==> src/hw/rtl/key_matrix_debouncer_core_defines.svh <==
// Assertion macros shared by the key matrix debouncer RTL.
`ifndef KEY_MATRIX_DEBOUNCER_CORE_DEFINES_SVH
`define KEY_MATRIX_DEBOUNCER_CORE_DEFINES_SVH
`ifndef SYNTHESIS
`define KMD_ASSERT(label, clk, rst, prop) \
   label: assert property (@(posedge clk) disable iff (rst) prop) \
      else $error("kmd assertion failed");
`define KMD_ASSERT_NEVER(label, clk, rst, cond) \
   `KMD_ASSERT(label, clk, rst, !(cond))
`else
`define KMD_ASSERT(label, clk, rst, prop)
`define KMD_ASSERT_NEVER(label, clk, rst, cond)
`endif
`endif

==> src/hw/rtl/kmd_pkg.sv <==
// Shared types and constants for the key matrix debouncer.
package kmd_pkg;
   localparam int ROW_W      = 3;
   localparam int COL_W      = 10;
   localparam int CNT_W      = 8;
   localparam int CTR_W      = 16;
   localparam int TALLY_W    = 5;
   localparam int CSR_IDX_W  = 2;
   localparam int CSR_DATA_W = 8;
   localparam int RSP_DEPTH  = 3;
   localparam int FILL_W     = $clog2(RSP_DEPTH + 1);

   localparam logic [CNT_W-1:0] PRESS_SETTLE_RESET   = 8'd5;
   localparam logic [CNT_W-1:0] RELEASE_SETTLE_RESET = 8'd20;

   typedef enum logic [CSR_IDX_W-1:0] {
      CSR_PRESS_SETTLE   = 2'd0,
      CSR_RELEASE_SETTLE = 2'd1
   } csr_index_type;

   // per-row event counts from the column update
   typedef struct packed {
      logic [TALLY_W-1:0] raw_changes;
      logic [TALLY_W-1:0] settles;
      logic [TALLY_W-1:0] phantoms;
   } tally_type;

   typedef struct packed {
      logic [ROW_W-1:0] row_out;
      logic [COL_W-1:0] stable_columns;
      logic [COL_W-1:0] changed_mask;
      logic [CTR_W-1:0] bounce_total;
      logic [CTR_W-1:0] phantom_total;
   } rsp_item_type;
endpackage

==> src/hw/rtl/kmd_intf.sv <==
// Valid/ready channel interfaces for row samples and debounced results.
interface kmd_req_if import kmd_pkg::*; ();
   logic             valid;
   logic             ready;
   logic [ROW_W-1:0] row_index;
   logic [COL_W-1:0] raw_columns;

   modport source (output valid, row_index, raw_columns, input ready);
   modport sink (input valid, row_index, raw_columns, output ready);
endinterface

interface kmd_rsp_if import kmd_pkg::*; ();
   logic             valid;
   logic             ready;
   logic [ROW_W-1:0] row_out;
   logic [COL_W-1:0] stable_columns;
   logic [COL_W-1:0] changed_mask;
   logic [CTR_W-1:0] bounce_total;
   logic [CTR_W-1:0] phantom_total;

   modport source (output valid, row_out, stable_columns, changed_mask, bounce_total,
                   phantom_total, input ready);
   modport sink (input valid, row_out, stable_columns, changed_mask, bounce_total,
                 phantom_total, output ready);
endinterface

==> src/hw/rtl/kmd_ram.sv <==
// Generic single-clock RAM, one write port and one registered read port.
module kmd_ram #(
   parameter int WIDTH = 8,
   parameter int DEPTH = 8,
   localparam int AW = (DEPTH > 1) ? $clog2(DEPTH) : 1
) (
   input  logic             clock,
   input  logic             wr_en,
   input  logic [AW-1:0]    wr_addr,
   input  logic [WIDTH-1:0] wr_data,
   input  logic             rd_en,
   input  logic [AW-1:0]    rd_addr,
   output logic [WIDTH-1:0] rd_data
);
   logic [WIDTH-1:0] mem [DEPTH];
   logic [WIDTH-1:0] rd_data_ff;

   always_ff @(posedge clock) begin
      if (wr_en) begin
         mem[wr_addr] <= wr_data;
      end
      if (rd_en) begin
         rd_data_ff <= mem[rd_addr];
      end
   end

   assign rd_data = rd_data_ff;
endmodule

==> src/hw/rtl/kmd_row_update.sv <==
// Per-column debounce update for one row entry.
module kmd_row_update import kmd_pkg::*; #(
   parameter int COLS = 10
) (
   input  logic [COLS-1:0]            raw,
   input  logic [COLS-1:0]            last_raw,
   input  logic [COLS-1:0]            stable,
   input  logic [COLS-1:0][CNT_W-1:0] settle,
   input  logic [CNT_W-1:0]           press_scans,
   input  logic [CNT_W-1:0]           release_scans,
   output logic [COLS-1:0]            next_last_raw,
   output logic [COLS-1:0]            next_stable,
   output logic [COLS-1:0][CNT_W-1:0] next_settle,
   output logic [COLS-1:0]            changed,
   output tally_type                  tally
);
   always_comb begin
      next_last_raw = last_raw;
      next_stable   = stable;
      next_settle   = settle;
      changed       = '0;
      tally         = '0;
      for (int c = 0; c < COLS; c++) begin
         if (raw[c] != last_raw[c]) begin
            next_last_raw[c] = raw[c];
            // reload picks by the debounced level: released (1) uses press time
            next_settle[c] = stable[c] ? press_scans : release_scans;
            tally.raw_changes = tally.raw_changes + TALLY_W'(1);
         end else if (settle[c] != '0) begin
            next_settle[c] = settle[c] - CNT_W'(1);
            if (settle[c] == CNT_W'(1)) begin
               if (stable[c] != last_raw[c]) begin
                  next_stable[c] = last_raw[c];
                  changed[c]     = 1'b1;
                  tally.settles  = tally.settles + TALLY_W'(1);
               end else begin
                  tally.phantoms = tally.phantoms + TALLY_W'(1);
               end
            end
         end
      end
   end
endmodule

==> src/hw/rtl/kmd_rsp_fifo.sv <==
// Result queue: a circular buffer of RSP_DEPTH entries feeding the result channel.
`include "key_matrix_debouncer_core_defines.svh"
module kmd_rsp_fifo import kmd_pkg::*; (
   input  logic              clock,
   input  logic              reset,
   input  logic              push,
   input  rsp_item_type      push_item,
   kmd_rsp_if.source         rsp_port,
   output logic [FILL_W-1:0] fill
);
   localparam int PTR_W = (RSP_DEPTH > 1) ? $clog2(RSP_DEPTH) : 1;
   localparam logic [PTR_W-1:0] LAST_PTR = PTR_W'(RSP_DEPTH - 1);

   rsp_item_type      slot_ff [RSP_DEPTH];
   logic [PTR_W-1:0]  wr_ptr_ff, wr_ptr_in;
   logic [PTR_W-1:0]  rd_ptr_ff, rd_ptr_in;
   logic [FILL_W-1:0] fill_ff, fill_in;
   logic              pop;
   rsp_item_type      head;

   assign pop  = rsp_port.valid && rsp_port.ready;
   assign head = slot_ff[rd_ptr_ff];

   always_comb begin
      wr_ptr_in = wr_ptr_ff;
      rd_ptr_in = rd_ptr_ff;
      fill_in   = fill_ff;
      if (push) begin
         wr_ptr_in = (wr_ptr_ff == LAST_PTR) ? '0 : wr_ptr_ff + PTR_W'(1);
      end
      if (pop) begin
         rd_ptr_in = (rd_ptr_ff == LAST_PTR) ? '0 : rd_ptr_ff + PTR_W'(1);
      end
      unique case ({push, pop})
         2'b10:   fill_in = fill_ff + FILL_W'(1);
         2'b01:   fill_in = fill_ff - FILL_W'(1);
         default: fill_in = fill_ff;
      endcase
   end

   always_ff @(posedge clock) begin
      if (reset) begin
         wr_ptr_ff <= '0;
         rd_ptr_ff <= '0;
         fill_ff   <= '0;
      end else begin
         wr_ptr_ff <= wr_ptr_in;
         rd_ptr_ff <= rd_ptr_in;
         fill_ff   <= fill_in;
      end
   end

   always_ff @(posedge clock) begin
      if (push) begin
         slot_ff[wr_ptr_ff] <= push_item;
      end
   end

   assign rsp_port.valid          = fill_ff != '0;
   assign rsp_port.row_out        = head.row_out;
   assign rsp_port.stable_columns = head.stable_columns;
   assign rsp_port.changed_mask   = head.changed_mask;
   assign rsp_port.bounce_total   = head.bounce_total;
   assign rsp_port.phantom_total  = head.phantom_total;
   assign fill                    = fill_ff;

   `KMD_ASSERT_NEVER(a_no_overflow, clock, reset, push && !pop && fill_ff == FILL_W'(RSP_DEPTH))
   `KMD_ASSERT(a_fill_tracks_push, clock, reset, push && !pop |=> fill_ff == $past(fill_ff) + FILL_W'(1))
endmodule

==> src/hw/rtl/key_matrix_debouncer_core.sv <==
// Key matrix debouncer top level: row-state RAM, update stage and result queue.
`include "key_matrix_debouncer_core_defines.svh"
// Row samples are accepted one per clock while req_port.ready is high and pass the
// update stage into the result queue. Per-row state (last raw level, debounced
// level and an 8-bit settle countdown per key) lives in a RAM of ROW_COUNT entries
// with one read and one write port: the row is read when the sample is accepted
// and written back the next cycle, and a one-deep bypass covers a sample that
// follows the same row directly. Rows start out released with idle countdowns
// through per-row valid flags, so no clearing pass runs after reset. A three-entry
// result queue lets samples keep flowing while a result waits; req_port.ready drops
// when the queued results plus the update stage reach three. Rows at or above
// ROW_COUNT leave the state alone and report all keys released. Settle times must
// be written only while no sample is in flight.
module key_matrix_debouncer_core import kmd_pkg::*; #(
   parameter int ROW_COUNT    = 7,
   parameter int COLUMN_COUNT = 10
) (
   input  logic                  clock,
   input  logic                  reset,
   kmd_req_if.sink               req_port,
   kmd_rsp_if.source             rsp_port,
   input  logic                  csr_wr_en,
   input  logic [CSR_IDX_W-1:0]  csr_index,
   input  logic [CSR_DATA_W-1:0] csr_wr_data
);
   localparam int ROWS_USED = (ROW_COUNT > (1 << ROW_W)) ? (1 << ROW_W) : ROW_COUNT;
   localparam int COLS      = (COLUMN_COUNT > COL_W) ? COL_W : COLUMN_COUNT;
   localparam int ROW_AW    = (ROWS_USED > 1) ? $clog2(ROWS_USED) : 1;
   localparam int ROW_SLOTS = 1 << ROW_AW;
   localparam int ENTRY_W   = COLS * (2 + CNT_W);
   localparam logic [ROW_W:0]       ROW_LIMIT   = (ROW_W + 1)'(ROWS_USED);
   localparam logic [COLS-1:0]      ALL_COLS    = '1;
   localparam logic [ENTRY_W-1:0]   RESET_ENTRY = {(COLS * CNT_W)'(0), ALL_COLS, ALL_COLS};

   logic [CNT_W-1:0]   press_ff, release_ff;
   logic               req_fire, req_in_range;
   logic [FILL_W-1:0]  rsp_fill;

   logic               s1_valid_ff;
   logic [ROW_W-1:0]   s1_row_ff;
   logic [COLS-1:0]    s1_raw_ff;
   logic               s1_in_range_ff;
   logic [ROW_AW-1:0]  s1_addr;

   logic [ROW_SLOTS-1:0] row_valid_ff;
   logic                 fwd_valid_ff;
   logic [ROW_AW-1:0]    fwd_addr_ff;
   logic [ENTRY_W-1:0]   fwd_data_ff;
   logic                 fwd_hit;

   logic [ENTRY_W-1:0]            ram_rd_data;
   logic [ENTRY_W-1:0]            cur_entry, new_entry;
   logic [COLS-1:0][CNT_W-1:0]    cur_settle, new_settle;
   logic [COLS-1:0]               new_last, new_stable, changed;
   tally_type                     tally;
   logic                          wr_en;

   logic [CTR_W-1:0]   bounce_ff, bounce_in;
   logic [CTR_W-1:0]   phantom_ff, phantom_in;
   rsp_item_type       rsp_item;

   // settle-time registers
   always_ff @(posedge clock) begin
      if (reset) begin
         press_ff   <= PRESS_SETTLE_RESET;
         release_ff <= RELEASE_SETTLE_RESET;
      end else if (csr_wr_en) begin
         if (csr_index == CSR_PRESS_SETTLE) begin
            press_ff <= csr_wr_data;
         end
         if (csr_index == CSR_RELEASE_SETTLE) begin
            release_ff <= csr_wr_data;
         end
      end
   end

   assign req_fire       = req_port.valid && req_port.ready;
   assign req_in_range   = {1'b0, req_port.row_index} < ROW_LIMIT;
   assign req_port.ready = ({1'b0, rsp_fill} + (FILL_W + 1)'(s1_valid_ff))
                           < (FILL_W + 1)'(RSP_DEPTH);

   kmd_ram #(
      .WIDTH (ENTRY_W),
      .DEPTH (ROWS_USED)
   ) u_row_ram (
      .clock   (clock),
      .wr_en   (wr_en),
      .wr_addr (s1_addr),
      .wr_data (new_entry),
      .rd_en   (req_fire && req_in_range),
      .rd_addr (req_port.row_index[ROW_AW-1:0]),
      .rd_data (ram_rd_data)
   );

   always_ff @(posedge clock) begin
      if (reset) begin
         s1_valid_ff <= 1'b0;
      end else begin
         s1_valid_ff <= req_fire;
      end
   end

   always_ff @(posedge clock) begin
      if (req_fire) begin
         s1_row_ff      <= req_port.row_index;
         s1_raw_ff      <= req_port.raw_columns[COLS-1:0];
         s1_in_range_ff <= req_in_range;
      end
   end

   assign s1_addr = s1_row_ff[ROW_AW-1:0];
   assign wr_en   = s1_valid_ff && s1_in_range_ff;

   // RAM read returns old data when the previous write hit the same row
   assign fwd_hit = fwd_valid_ff && (fwd_addr_ff == s1_addr);

   always_comb begin
      priority if (fwd_hit) begin
         cur_entry = fwd_data_ff;
      end else if (row_valid_ff[s1_addr]) begin
         cur_entry = ram_rd_data;
      end else begin
         cur_entry = RESET_ENTRY;
      end
   end

   assign cur_settle = cur_entry[ENTRY_W-1:2*COLS];

   kmd_row_update #(
      .COLS (COLS)
   ) u_row_update (
      .raw           (s1_raw_ff),
      .last_raw      (cur_entry[COLS-1:0]),
      .stable        (cur_entry[2*COLS-1:COLS]),
      .settle        (cur_settle),
      .press_scans   (press_ff),
      .release_scans (release_ff),
      .next_last_raw (new_last),
      .next_stable   (new_stable),
      .next_settle   (new_settle),
      .changed       (changed),
      .tally         (tally)
   );

   assign new_entry = {new_settle, new_stable, new_last};

   always_ff @(posedge clock) begin
      if (reset) begin
         fwd_valid_ff <= 1'b0;
         row_valid_ff <= '0;
      end else begin
         fwd_valid_ff <= wr_en;
         if (wr_en) begin
            row_valid_ff[s1_addr] <= 1'b1;
         end
      end
   end

   always_ff @(posedge clock) begin
      if (wr_en) begin
         fwd_addr_ff <= s1_addr;
         fwd_data_ff <= new_entry;
      end
   end

   always_comb begin
      bounce_in  = bounce_ff;
      phantom_in = phantom_ff;
      if (wr_en) begin
         bounce_in  = bounce_ff + CTR_W'(tally.raw_changes) - CTR_W'(tally.settles);
         phantom_in = phantom_ff + CTR_W'(tally.phantoms);
      end
   end

   always_ff @(posedge clock) begin
      if (reset) begin
         bounce_ff  <= '0;
         phantom_ff <= '0;
      end else begin
         bounce_ff  <= bounce_in;
         phantom_ff <= phantom_in;
      end
   end

   always_comb begin
      rsp_item.row_out        = s1_row_ff;
      rsp_item.stable_columns = s1_in_range_ff ? COL_W'(new_stable) : COL_W'(ALL_COLS);
      rsp_item.changed_mask   = s1_in_range_ff ? COL_W'(changed) : '0;
      rsp_item.bounce_total   = bounce_in;
      rsp_item.phantom_total  = phantom_in;
   end

   kmd_rsp_fifo u_rsp_fifo (
      .clock     (clock),
      .reset     (reset),
      .push      (s1_valid_ff),
      .push_item (rsp_item),
      .rsp_port  (rsp_port),
      .fill      (rsp_fill)
   );

   `KMD_ASSERT(a_accept_enters_update, clock, reset, req_fire |=> s1_valid_ff)
   `KMD_ASSERT(a_counters_hold_idle, clock, reset, !wr_en |=> $stable(bounce_ff) && $stable(phantom_ff))
   `KMD_ASSERT(a_same_row_bypass, clock, reset, wr_en && req_fire && req_in_range && req_port.row_index[ROW_AW-1:0] == s1_addr |=> fwd_hit)
endmodule

==> src/flat_wrapper.sv <==
// flat-port wrapper written by rule: the top's interface ports become plain ports
module key_matrix_debouncer_core_flat import kmd_pkg::*;
#(
   parameter int ROW_COUNT    = 7,
   parameter int COLUMN_COUNT = 10
)
  (clock, reset, csr_wr_en, csr_index, csr_wr_data, req_port_valid, req_port_row_index, req_port_raw_columns, req_port_ready, rsp_port_valid, rsp_port_row_out, rsp_port_stable_columns, rsp_port_changed_mask, rsp_port_bounce_total, rsp_port_phantom_total, rsp_port_ready);
  kmd_req_if req_port_i ();
  kmd_rsp_if rsp_port_i ();
  input  logic clock;
  input  logic reset;
  input  logic csr_wr_en;
  input  logic [CSR_IDX_W-1:0] csr_index;
  input  logic [CSR_DATA_W-1:0] csr_wr_data;
  input wire logic [$bits(req_port_i.valid)-1:0] req_port_valid;
  input wire logic [$bits(req_port_i.row_index)-1:0] req_port_row_index;
  input wire logic [$bits(req_port_i.raw_columns)-1:0] req_port_raw_columns;
  output wire logic [$bits(req_port_i.ready)-1:0] req_port_ready;
  output wire logic [$bits(rsp_port_i.valid)-1:0] rsp_port_valid;
  output wire logic [$bits(rsp_port_i.row_out)-1:0] rsp_port_row_out;
  output wire logic [$bits(rsp_port_i.stable_columns)-1:0] rsp_port_stable_columns;
  output wire logic [$bits(rsp_port_i.changed_mask)-1:0] rsp_port_changed_mask;
  output wire logic [$bits(rsp_port_i.bounce_total)-1:0] rsp_port_bounce_total;
  output wire logic [$bits(rsp_port_i.phantom_total)-1:0] rsp_port_phantom_total;
  input wire logic [$bits(rsp_port_i.ready)-1:0] rsp_port_ready;
  assign req_port_i.valid = req_port_valid;
  assign req_port_i.row_index = req_port_row_index;
  assign req_port_i.raw_columns = req_port_raw_columns;
  assign req_port_ready = req_port_i.ready;
  assign rsp_port_valid = rsp_port_i.valid;
  assign rsp_port_row_out = rsp_port_i.row_out;
  assign rsp_port_stable_columns = rsp_port_i.stable_columns;
  assign rsp_port_changed_mask = rsp_port_i.changed_mask;
  assign rsp_port_bounce_total = rsp_port_i.bounce_total;
  assign rsp_port_phantom_total = rsp_port_i.phantom_total;
  assign rsp_port_i.ready = rsp_port_ready;
  key_matrix_debouncer_core #(.ROW_COUNT(ROW_COUNT), .COLUMN_COUNT(COLUMN_COUNT)) u_core (.clock(clock), .reset(reset), .req_port(req_port_i), .rsp_port(rsp_port_i), .csr_wr_en(csr_wr_en), .csr_index(csr_index), .csr_wr_data(csr_wr_data));
endmodule
==> config.mk <==
export PLATFORM = sky130hd
export DESIGN_NAME = key_matrix_debouncer_core_flat
export DESIGN_NICKNAME = d
export VERILOG_FILES = /design/src/hw/rtl/kmd_pkg.sv /design/src/hw/rtl/kmd_intf.sv /design/src/hw/rtl/kmd_ram.sv /design/src/hw/rtl/kmd_row_update.sv /design/src/hw/rtl/kmd_rsp_fifo.sv /design/src/hw/rtl/key_matrix_debouncer_core.sv /design/src/flat_wrapper.sv
export VERILOG_INCLUDE_DIRS = /design/src /design/src/hw/rtl
export SDC_FILE = /design/constraint.sdc
export NUM_CORES = 2
export LEC_CHECK = 0
export ABC_AREA = 1
export BUFFER_PORTS_ARGS = -buffer_cell sky130_fd_sc_hd__buf_4
export CAP_MARGIN = 20
export CORE_UTILIZATION = 58
export DETAILED_ROUTE_END_ITERATION = 10
export PLACE_DENSITY_LB_ADDON = 0.1
export SETUP_SLACK_MARGIN = 0.5
export SLEW_MARGIN = 20
export SYNTH_ARGS = -nofsm -noshare
export SYNTH_HDL_FRONTEND = slang
export SYNTH_SLANG_ARGS = --single-unit
==> constraint.sdc <==
create_clock -name clock -period 11 [get_ports clock]
set_input_delay 2.75 -clock clock [delete_from_list [all_inputs] [get_ports clock]]
set_output_delay 2.75 -clock clock [all_outputs]
set_load 0.02 [all_outputs]
==> flow_metrics.py <==
metrics = {
    "sta": {
        "finalHoldViolations": 0,
        "clock_skew_ns": 0.0250,
        "finalSetupViolCount": 0,
        "slew_headroom_pct": 19.2,
        "slew_violations": 0,
        "fin_crit_sh_pct": 87.6,
        "hold_ws_ns": 0.475,
        "period_minus_slack_ns": 9.64,
        "rsz0062_at_grt": "no",
        "tightest_slew_ns": 1.20,
        "fin_tns_setup_ns": 0,
        "fmax_mhz": 104,
    },
    "placed_design": {
        "port-buffer-count": 84,
        "dpl.hpwl_um": 72600,
        "placed_cells": 5823,
        "globalplace.congestion": 0.908,
    },
    "layout": {
        "layoutNonFillerInstCount": 6042,
        "seqCellArea_um2": 33800,
        "final_cell_mix": "edfxtp_1, nand2_1, nor2_1",
        "fill_cells": 6805,
        "final_common_cell": "edfxtp_1",
        "n_antenna_cell": 0,
        "multi_input_area_um2": 15700,
        "drive_above_1_share_pct": 11.9,
        "syn2layout_area_growth_pct": 10.5,
        "post-route-util_pct": 64.7,
        "nets": 4912,
    },
    "synthesis": {
        "synthFlopType": "edfxtp_1",
        "async_flop_share_pct": 0,
        "syn_nets": 4870,
        "synth-seq-cells": 1148,
        "syn_area_um2": 51800,
        "seq_area_frac_synth_pct": 65.3,
        "ys_types": 61,
        "ys_warn_count": 0,
        "synthCells": 4745,
        "syn_avg_cell_area_um2": 10.9,
        "synth-edff-count": 1082,
    },
    "detailed_routing": {
        "post_drt_wl_per_cell_um": 21.3,
        "drtIter0Drc": 3585,
        "num_vias": 35300,
        "ant_nets": 0,
        "dr.pass1.iters": 6,
        "routed_wl_um": 129000,
        "routed_via_density": 5.84,
        "drc": 0,
    },
    "worst_setup_path": {
        "reg2regPathDepth": 49,
        "worstReg2RegEnd": "u_core.u_rsp_fifo.slot_ff[2][30]",
        "required_ns": 11.44,
        "slowest_stage": "fa_1",
        "cp-start-kind": "flop",
        "crit_top_cell": "nand2_1",
        "crit_path_end_kind": "flop",
        "critical_path_class": "reg2reg",
        "rrSetupSlack_ns": 1.36,
        "r2r_start": "u_core.s1_addr[1]",
        "critPathCapture": "u_core.u_rsp_fifo.slot_ff[2][30]",
        "cp_max_fo": 14,
        "crit_start": "u_core.s1_addr[1]",
        "worst_path_largest_cell_delay_ns": 0.57,
        "arrival_ns": 10.08,
    },
    "clock_tree": {
        "cts_tree": "yes",
        "clock_latency_ns": 0.71,
        "clk_pin_slew_worst_paths_ns": 0.06,
        "hold_buffers": 0,
        "clock-sinks": 1148,
        "cts_root_buf": "clkbuf_16",
        "cts_buffers": 113,
        "clock_path_buffers": 3,
        "htreeDepth": 3,
    },
    "floorplan": {
        "core_region_area_um2": 88400,
        "die_h_um": 301,
        "die_x_um": 301,
        "placementRows": 109,
        "die_area_um2": 90400,
        "initial_core_util_pct": 58.6,
        "ios": 85,
    },
    "pwr": {
        "ir_worst_vdd_mv": 0.201,
        "leakage_uw": 0.0214,
        "powerDensity_nw_per_um2": 195,
    },
    "global_routing": {
        "overflow": 0,
        "grt_start_max_net_pins": 185,
        "first_global_vias": 33000,
        "antenna_found_initial": 2,
        "grtUsageTotal_pct": 28.2,
        "grt_pass1_wl_um": 194000,
    },
    "status": {
        "status": "finished clean",
    },
    "min_path": {
        "hp-start": "u_core.row_valid_ff[7]",
        "min_path_type": "reg2reg",
    },
    "flow_run": {
        "maxCapViolCount": 0,
    },
}
synth_stat cells (all sizes together) (18+ instances only):
cell type	count	area share (%)
inv	354	2.6
nand3	125	1.5
dfxtp	66	2.6
o22ai	121	1.5
nor2	621	4.9
nor3	18	0.17
xor2	58	1.0
or2	30	0.36
a31oi	45	0.75
clkbuf	172	1.2
xnor2	45	0.79
o21ai	506	5.0
ha	91	2.2
edfxtp	1082	63
a21oi	425	4.2
buf	58	0.67
nand4	28	0.36
nand2	850	6.6
worst max-delay path: cells and delay by family, from the launching register on:
family                   cells  cell delay (ns)
flip-flops                   1             0.50
adder cells (fa/ha/maj)     11             3.82
buffers and inverters        8             0.77
AND/OR/NAND/NOR             18             1.75
XOR/XNOR                     1             0.09
AO/OA/AOI/OAI               11             2.39
routing by layer:
metal	vias to the layer above	track usage (%)	wire (um)
met5	-	0	19
met4	2	9.69	3980
li1	16600	-	-
met3	228	3.92	10200
met2	1336	45.2	59700
met1	17100	39.9	54700
cells by family (layout without fill, tap and decap cells):
family | count (synthesis) | in the layout | synth area share (%)
AO/OA/AOI/OAI | 1113 | 1113 | 11.7
XOR/XNOR | 103 | 103 | 1.79
adder cells (fa/ha/maj) | 97 | 97 | 2.43
buffers and inverters | 594 | 724 | 4.58
flip-flops | 1148 | 1148 | 65.3
AND/OR/NAND/NOR | 1690 | 1692 | 14.2
sequential cells by signal, summed over array words and instances (netlist names), named ones only:
register and cells:
u_core.s1_in_range_ff 1, u_core.s1_valid_ff 1, u_core.fwd_data_ff 100, u_core.u_rsp_fifo.wr_ptr_ff 2, u_core.phantom_ff 16, u_core.press_ff 8
u_core.s1_raw_ff 10, u_core.fwd_addr_ff 3, u_core.s1_addr 3, u_core.bounce_ff 16, u_core.row_valid_ff 8, u_core.u_row_ram.mem 700
u_core.u_rsp_fifo.rd_ptr_ff 2, u_core.fwd_valid_ff 1, u_core.release_ff 8, u_core.u_row_ram.rd_data 100, u_core.u_rsp_fifo.fill 2, u_core.u_rsp_fifo.slot_ff 165
metrics by stage:
stage	power, uW	cell area [um^2]	setup slack [ns]
6_report	11200	57200	1.36
5_1_grt	11600	57200	0.457
4_1_cts	11200	57000	0.901
3_5_place_dp	7560	53500	0.925
3_3_place_gp	7530	53500	1.17
2_1_floorplan	6910	51800	1.09
worst min-delay path by stage:
stage	end	slack, ns	cells past startpoint
3_5_place_dp	u_core.row_valid_ff[1]	0.46	2
6_report	u_core.row_valid_ff[7]	0.48	2
5_1_grt	u_core.row_valid_ff[7]	0.50	2
2_1_floorplan	u_core.row_valid_ff[7]	0.44	2
3_3_place_gp	u_core.row_valid_ff[7]	0.45	2
4_1_cts	u_core.row_valid_ff[7]	0.48	2
layout make-up:
class	instances	share of cell area, %
Tap cell	1165	2.55
Multi-Input combinational cell	3005	27.5
Inverter	364	2.46
Timing Repair Buffer	155	2.28
Sequential cell	1148	59.1
Clock buffer	145	5.23
Clock inverter	60	0.834
power breakdown:
group | total, uW | leakage, uW | internal [uW] | switching, uW
clock | 3630 | 0.00168 | 1990 | 1630
combinational | 2240 | 0.00927 | 706 | 1530
sequential | 5290 | 0.0105 | 5220 | 72.8
repair_timing:
| item | in CTS | in global routing |
|---|---|---|
| setup endpoints to repair | 0 | 34 |
| endpoints found under the hold margin | 0 | 0 |
| resized for setup | 0 | 26 |
| buffers inserted | 0 | 10 |
Note: power is estimated with default switching activity, not from simulation.
